<file path="src/hdl/xml_comment_stripper_unit_assert.svh">
// Assertion macros shared by the XML comment stripper RTL.
// No dependencies; included by modules that carry concurrent checks.
`ifndef XML_COMMENT_STRIPPER_UNIT_ASSERT_SVH
`define XML_COMMENT_STRIPPER_UNIT_ASSERT_SVH

`ifndef SYNTHESIS

`define XCS_ASSERT_NEVER(lbl, clk, rst_n, cond) \
    lbl: assert property (@(posedge clk) disable iff (!rst_n) !(cond)) \
        else $error("xcs assertion failed: forbidden condition seen");

`define XCS_ASSERT_IMPLY(lbl, clk, rst_n, ante, cons) \
    lbl: assert property (@(posedge clk) disable iff (!rst_n) (ante) |-> (cons)) \
        else $error("xcs assertion failed: implication violated");

`define XCS_ASSERT_NEXT(lbl, clk, rst_n, ante, cons) \
    lbl: assert property (@(posedge clk) disable iff (!rst_n) (ante) |=> (cons)) \
        else $error("xcs assertion failed: next-cycle implication violated");

`else

`define XCS_ASSERT_NEVER(lbl, clk, rst_n, cond)
`define XCS_ASSERT_IMPLY(lbl, clk, rst_n, ante, cons)
`define XCS_ASSERT_NEXT(lbl, clk, rst_n, ante, cons)

`endif

`endif

</file>
<file path="src/hdl/xcs_pkg.sv">
// Types and character constants for the XML comment stripper.
// No dependencies.
package xcs_pkg;

    typedef logic [7:0] byte_t;
    typedef logic [1:0] wcount_t;
    typedef logic [2:0] rcount_t;

    localparam byte_t CH_LT    = 8'h3C;
    localparam byte_t CH_BANG  = 8'h21;
    localparam byte_t CH_DASH  = 8'h2D;
    localparam byte_t CH_GT    = 8'h3E;
    localparam byte_t CH_CR    = 8'h0D;
    localparam byte_t CH_LF    = 8'h0A;
    localparam byte_t CH_SPACE = 8'h20;

    localparam int MAX_RESULTS = 4;
    localparam int WIN_DEPTH   = 3;

endpackage

</file>
<file path="src/hdl/xml_comment_stripper_unit.sv">
// XML comment stripper: strips <!-- --> comments and control bytes from a byte stream.
// Depends on xcs_pkg and xml_comment_stripper_unit_assert.svh.
//
// Usage:
//   Slave channel s_*: one request per raw byte. s_tdata = data_byte,
//   s_tuser = end_of_stream (1: no byte, flush held window bytes and reset).
//   Master channel m_*: filtered bytes, CR/LF turned into space. m_tlast marks
//   the final byte produced by one input request.
//   A request is captured in the input register and processed into the
//   result buffer once that buffer is free; its bytes are offered on m_*
//   from the result buffer.
//   Throughput: one request per cycle while each request yields at most one
//   byte and m_tready stays high. A request yielding k bytes holds the 4-entry
//   result buffer until all k are taken, as it drains one byte per cycle;
//   the input register keeps taking one further request during that time.
//   Reset: comment mode and the open window are cleared, both buffers empty.
//   Receiver stall: the result buffer holds its byte, the waiting request
//   stays in the input register, and s_tready drops once both are full.
`include "xml_comment_stripper_unit_assert.svh"

module xml_comment_stripper_unit (
    input  logic            clk,
    input  logic            rst_n,
    input  logic            s_tvalid,
    output logic            s_tready,
    input  xcs_pkg::byte_t  s_tdata,   // [7:0] data_byte
    input  logic            s_tuser,   // [0] end_of_stream
    output logic            m_tvalid,
    input  logic            m_tready,
    output xcs_pkg::byte_t  m_tdata,   // [7:0] out_byte
    output logic            m_tlast    // last_of_run
);
    import xcs_pkg::*;

    logic    in_valid_reg, in_valid_next;
    byte_t   in_byte_reg;
    logic    in_eos_reg;

    logic    cm_reg, cm_next;
    logic    wo_reg, wo_next;
    wcount_t wc_reg, wc_next;
    byte_t   wb_reg [WIN_DEPTH];
    byte_t   wb_next [WIN_DEPTH];

    byte_t   res_bytes_reg [MAX_RESULTS];
    byte_t   res_bytes_next [MAX_RESULTS];
    rcount_t res_left_reg, res_left_next;
    wcount_t res_idx_reg, res_idx_next;

    logic    res_free;
    logic    process;
    logic    ok;
    byte_t   v;
    rcount_t n;

    assign m_tvalid = (res_left_reg != 3'd0);
    assign m_tdata  = res_bytes_reg[res_idx_reg];
    assign m_tlast  = (res_left_reg == 3'd1);

    assign res_free = (res_left_reg == 3'd0) || ((res_left_reg == 3'd1) && m_tready);
    assign process  = in_valid_reg && res_free;
    assign s_tready = !in_valid_reg || process;

    // control-byte filter
    always_comb
    begin
        ok = (in_byte_reg >= CH_SPACE) || (in_byte_reg == CH_CR) || (in_byte_reg == CH_LF);
        v  = (in_byte_reg >= CH_SPACE) ? in_byte_reg : CH_SPACE;
    end

    always_comb
    begin
        cm_next = cm_reg;
        wo_next = wo_reg;
        wc_next = wc_reg;
        for (int i = 0; i < WIN_DEPTH; i++)
        begin
            wb_next[i] = wb_reg[i];
        end
        n = 3'd0;
        res_bytes_next[0] = wb_reg[0];
        res_bytes_next[1] = wb_reg[1];
        res_bytes_next[2] = wb_reg[2];
        res_bytes_next[3] = v;

        if (in_eos_reg)
        begin
            if (!cm_reg && wo_reg)
            begin
                n = {1'b0, wc_reg};
            end
            cm_next = 1'b0;
            wo_next = 1'b0;
            wc_next = 2'd0;
        end
        else if (!wo_reg)
        begin
            if ((!cm_reg && in_byte_reg == CH_LT) || (cm_reg && in_byte_reg == CH_DASH))
            begin
                wb_next[0] = in_byte_reg;
                wc_next    = 2'd1;
                wo_next    = 1'b1;
            end
            else if (!cm_reg && ok)
            begin
                n = 3'd1;
                res_bytes_next[0] = v;
            end
        end
        else if (ok)
        begin
            if (!cm_reg && wc_reg == 2'd3)
            begin
                if (wb_reg[0] == CH_LT && wb_reg[1] == CH_BANG &&
                    wb_reg[2] == CH_DASH && v == CH_DASH)
                begin
                    cm_next = 1'b1;
                end
                else
                begin
                    n = 3'd4;
                end
                wo_next = 1'b0;
                wc_next = 2'd0;
            end
            else if (cm_reg && wc_reg >= 2'd2)
            begin
                if (wb_reg[0] == CH_DASH && wb_reg[1] == CH_DASH && v == CH_GT)
                begin
                    cm_next = 1'b0;
                end
                wo_next = 1'b0;
                wc_next = 2'd0;
            end
            else
            begin
                case (wc_reg)
                    2'd0:    wb_next[0] = v;
                    2'd1:    wb_next[1] = v;
                    default: wb_next[2] = v;
                endcase
                wc_next = wc_reg + 2'd1;
            end
        end
    end

    always_comb
    begin
        in_valid_next = in_valid_reg;
        if (s_tvalid && s_tready)
        begin
            in_valid_next = 1'b1;
        end
        else if (process)
        begin
            in_valid_next = 1'b0;
        end

        res_left_next = res_left_reg;
        res_idx_next  = res_idx_reg;
        if (process)
        begin
            res_left_next = n;
            res_idx_next  = 2'd0;
        end
        else if (m_tvalid && m_tready)
        begin
            res_left_next = res_left_reg - 3'd1;
            res_idx_next  = res_idx_reg + 2'd1;
        end
    end

    always_ff @(posedge clk or negedge rst_n)
    begin
        if (!rst_n)
        begin
            in_valid_reg <= 1'b0;
            cm_reg       <= 1'b0;
            wo_reg       <= 1'b0;
            wc_reg       <= 2'd0;
            res_left_reg <= 3'd0;
            res_idx_reg  <= 2'd0;
        end
        else
        begin
            in_valid_reg <= in_valid_next;
            res_left_reg <= res_left_next;
            res_idx_reg  <= res_idx_next;
            if (process)
            begin
                cm_reg <= cm_next;
                wo_reg <= wo_next;
                wc_reg <= wc_next;
            end
        end
    end

    always_ff @(posedge clk)
    begin
        if (s_tvalid && s_tready)
        begin
            in_byte_reg <= s_tdata;
            in_eos_reg  <= s_tuser;
        end
        if (process)
        begin
            for (int i = 0; i < WIN_DEPTH; i++)
            begin
                wb_reg[i] <= wb_next[i];
            end
            for (int i = 0; i < MAX_RESULTS; i++)
            begin
                res_bytes_reg[i] <= res_bytes_next[i];
            end
        end
    end

    `XCS_ASSERT_NEVER(a_res_overflow, clk, rst_n, res_left_reg > 3'd4)
    `XCS_ASSERT_IMPLY(a_win_count, clk, rst_n, 1'b1, wo_reg == (wc_reg != 2'd0))
    `XCS_ASSERT_IMPLY(a_dash_win, clk, rst_n, cm_reg && wo_reg, wc_reg != 2'd3)
    `XCS_ASSERT_NEXT(a_hold_item, clk, rst_n, in_valid_reg && !res_free,
                     in_valid_reg && $stable(in_byte_reg) && $stable(in_eos_reg))

endmodule
</file>
<file path="config.mk">
export PLATFORM = sky130hd
export DESIGN_NAME = xml_comment_stripper_unit
export DESIGN_NICKNAME = d
export VERILOG_FILES = /design/src/hdl/xcs_pkg.sv /design/src/hdl/xml_comment_stripper_unit.sv
export VERILOG_INCLUDE_DIRS = /design/src /design/src/hdl
export SDC_FILE = /design/constraint.sdc
export NUM_CORES = 1
export LEC_CHECK = 0
export BUFFER_PORTS_ARGS = -buffer_cell sky130_fd_sc_hd__clkbuf_2
export CAP_MARGIN = 20
export CELL_PAD_IN_SITES_DETAIL_PLACEMENT = 1
export CELL_PAD_IN_SITES_GLOBAL_PLACEMENT = 1
export CORE_ASPECT_RATIO = 1.75
export CORE_MARGIN = 1
export CORE_UTILIZATION = 50
export DETAILED_ROUTE_END_ITERATION = 16
export PLACE_DENSITY_LB_ADDON = 0.1
export SLEW_MARGIN = 10
export SYNTH_ARGS = -nofsm -noshare
export SYNTH_HDL_FRONTEND = slang
export SYNTH_SLANG_ARGS = --single-unit
export TNS_END_PERCENT = 50
</file>
<file path="constraint.sdc">
create_clock -name clk -period 3.9 [get_ports clk]
set_input_delay 0.195 -clock clk [delete_from_list [all_inputs] [get_ports clk]]
set_output_delay 0.195 -clock clk [all_outputs]
set_load 0.01 [all_outputs]
</file>
==> reports/results.ini <==
[outcome]
status=completed

[floorplanning]
num_rows=38
die_width_um=63.13
io_pins=24
dieHeight_um=109.0
fp.coreArea_mm2=0.006276
die_area_mm2=0.006879
floorplan.initialDensity_pct=52.09

[global_routing]
first_global_vias=2055
global_route.overflow_total=0
pin_count_of_the_biggest_net_entering_global_routing=26
grt_pass1_wl_mm=10.88
grt_usage_pct=22.45
grt_antenna_before_repair=0

[synthesis]
synth_area_leaders=edfxtp_1 60%, dfrtp_1 7.7%, mux4_2 5.5%
synth_cells=205
synthesized_area_per_cell_um2=15.95
postSynthNetCount=225
synth_largest_type_area_fraction_pct=59.70
number_of_enable_flip_flop_cells_after_synthesis=65
synthFlopType=edfxtp_1
synth_area_leader_cell=edfxtp_1
ys_ff_latch=75
synthArstFlopShare_pct=13.33
synth_cell_type_count=55
synth_sequential_area_ratio_pct=67.36
netlist_area_mm2=0.003269
yosys_warnings=0

[final_layout]
postLayoutCellArea_mm2=0.003650
design.final.nets=258
syn2layout_area_growth_pct=11.63
final_layout_size_suffix_gt1_share_pct=27.16
flip_flop_count_of_the_largest_register_after_layout=32
antenna-diode-count=0
post_layout_nonfiller_instances=323

[critical_path]
timing.rr.start=in_byte_reg[0]
worst_setup_path_start_kind=flop
regToRegSetupSlack_ns=1.24
reg2reg_to=wb_reg[0][1]
cp_num_buf_inv=0
timing.critical_path.cells=or3b_4 -> a21oi_4 -> nor2_1 -> or3b_1 -> a21oi_1
crit_required_ns=3.88
critical_path_depth=5
worst_setup_path_startpoint=in_byte_reg[0]
crit_path_top_delay_cell=a21oi_1
critPathCapture=wb_reg[0][1]
critical_path.max_fanout=8
worst_reg2reg_path_depth=5
worst-endpoint-arrival_ns=2.64
longest_individual_stage_delay_on_the_worst_path_ns=0.64
cp-end-kind=flop
criticalPathCategory=reg -> reg
critical-path-top-delay-family=simple AND/OR/NAND/NOR gates

[timing]
tightest_slew_ns=0.7776
skew_ns=0.007823
relative_slew_slack_pct=48.16
clock.fmax_ghz=0.3755
post-route-period-util_pct=68.29
timing.final.setup_violations=0
timing.setup.tns_ns=0
timing.final.crit_period_ns=2.663
setup_repair_after_global_routing_missed_its_margin=false
final-max-slew-violation-count=0
timing.final.hold_violations=0

[clock_network]
clock_path_buffers=2
cts-resized-gates=0
root_buffer=clkbuf_8
cts.clk_slew.worst_paths_ns=0.07
cts_setup_buffers=0
numClockSinks=75
h-tree-depth=3
tritoncts=yes
cts_made_buffers=9
cts-hold-fix-buffers=2
later_pin_clock_latency_in_the_skew_report_ns=0.34

[power]
power.total_mw=2.465
cellLeakagePower_nw=1.285
peakVddDrop_mv=0.3266
power_density_mw_per_mm2=675.3

[place]
portBuffers=23
postPlaceCellArea_mm2=0.003456
post-dp-hpwl_mm=5.050
gpl.final_weighted_congestion=0.8636
dp.cells=304

[routing]
routedWlPerCell_um=20.93
detail_route.iter0.violations=66
route.final.wire_length_mm=6.762
vias=1865
route.antenna.remaining_nets=0
vias_per_cell=5.774
drcViolationCount=0
detail_route.first_pass.iterations=4

[job]
timing.max_cap.violations=0

[hold_path]
hold_path.class=in -> reg

==> final cells by class <==
type	instances	area, um2
timing repair buffer	28	160.2
clock inverter	3	15.01
multi-input combinational	117	997.2
clock buffer	13	148.9
tap	80	100.1
fill	629	2626
sequential	75	2202
inverter	7	26.28
==> routing by layer <==
metal	wire length [um]	global-route usage (%)	vias up
li1	-	-	864
met1	2540	22.92	944
met2	3865	41.63	42
met3	167	5.439	15
met4	188	11.63	0
met5	0	0	-
==> where the power goes <==
group	switching (mW)	internal (mW)
Sequential	0.148	1.11
Combinational	0.373	0.324
Clock	0.265	0.246
==> kinds of logic after synthesis <==
group,count (synthesis),share of synthesized area [%]
DFF,75,67.36
and+or+nand+nor,65,12.94
AOI/OAI and AO/OA,27,6.047
muxes,17,8.573
buffers and inverters,13,2.143
adders and majority gates,7,2.679
xor gates and xnor gates,1,0.2679
==> cell usage in the layout (no fill, tap or decap), types with 3 or more instances in the layout <==
cell,count
ha_1,7
nor2_1,8
mux4_2,8
clkbuf_2,23
nor3b_1,3
and2_1,8
nand2_1,7
and2_2,5
mux2_2,8
clkbuf_1,3
dlygate4sd3_1,3
inv_1,6
clkinv_2,3
a21oi_1,4
clkbuf_8,10
o21ai_0,7
edfxtp_1,65
or3_1,3
nand2b_1,3
dfrtp_1,10
nor4b_1,4
==> cell usage after synthesis, types with 4 or more instances <==
| master | n |
|---|---|
| edfxtp_1 | 65 |
| nand2_1 | 7 |
| nor2_1 | 8 |
| a21oi_1 | 4 |
| dfrtp_1 | 10 |
| nor4b_1 | 4 |
| o21ai_0 | 7 |
| mux2_2 | 8 |
| ha_1 | 7 |
| mux4_2 | 8 |
| inv_1 | 6 |
| and2_1 | 8 |
| and2_2 | 5 |
==> how the worst min path moves through the flow <==
stage | startpoint | end | slack [ns] | cells past startpoint
5_1_grt | s_tdata[1] | in_byte_reg[1] | 0.001 | 1
3_3_place_gp | rst_n | in_valid_reg | 0.08 | 1
6_report | s_tdata[5] | in_byte_reg[5] | 0.02 | 1
2_1_floorplan | rst_n | cm_reg | -0.10 | 0
3_5_place_dp | rst_n | res_left_reg[1] | 0.09 | 1
4_1_cts | s_tdata[1] | in_byte_reg[1] | 0.001 | 1
==> worst register-to-register path, delay by kind of cell, from the launching register on <==
kind	cells	cell delay, ns
compound gates	2	0.86
flops	1	0.49
simple gates	3	0.95
==> metrics by stage <==
step | hold slack, ns | util [%] | setup WS (ns)
4_1_cts | 0.001018 | 57.99 | 1.239
3_3_place_gp | 0.08175 | 55.06 | 1.383
2_1_floorplan | -0.1006 | - | 1.329
6_report | 0.02071 | 58.15 | 1.237
5_1_grt | 0.001456 | 58.15 | 1.078
3_5_place_dp | 0.08776 | 55.06 | 1.254
No activity file was read; power rests on OpenSTA's default activity.
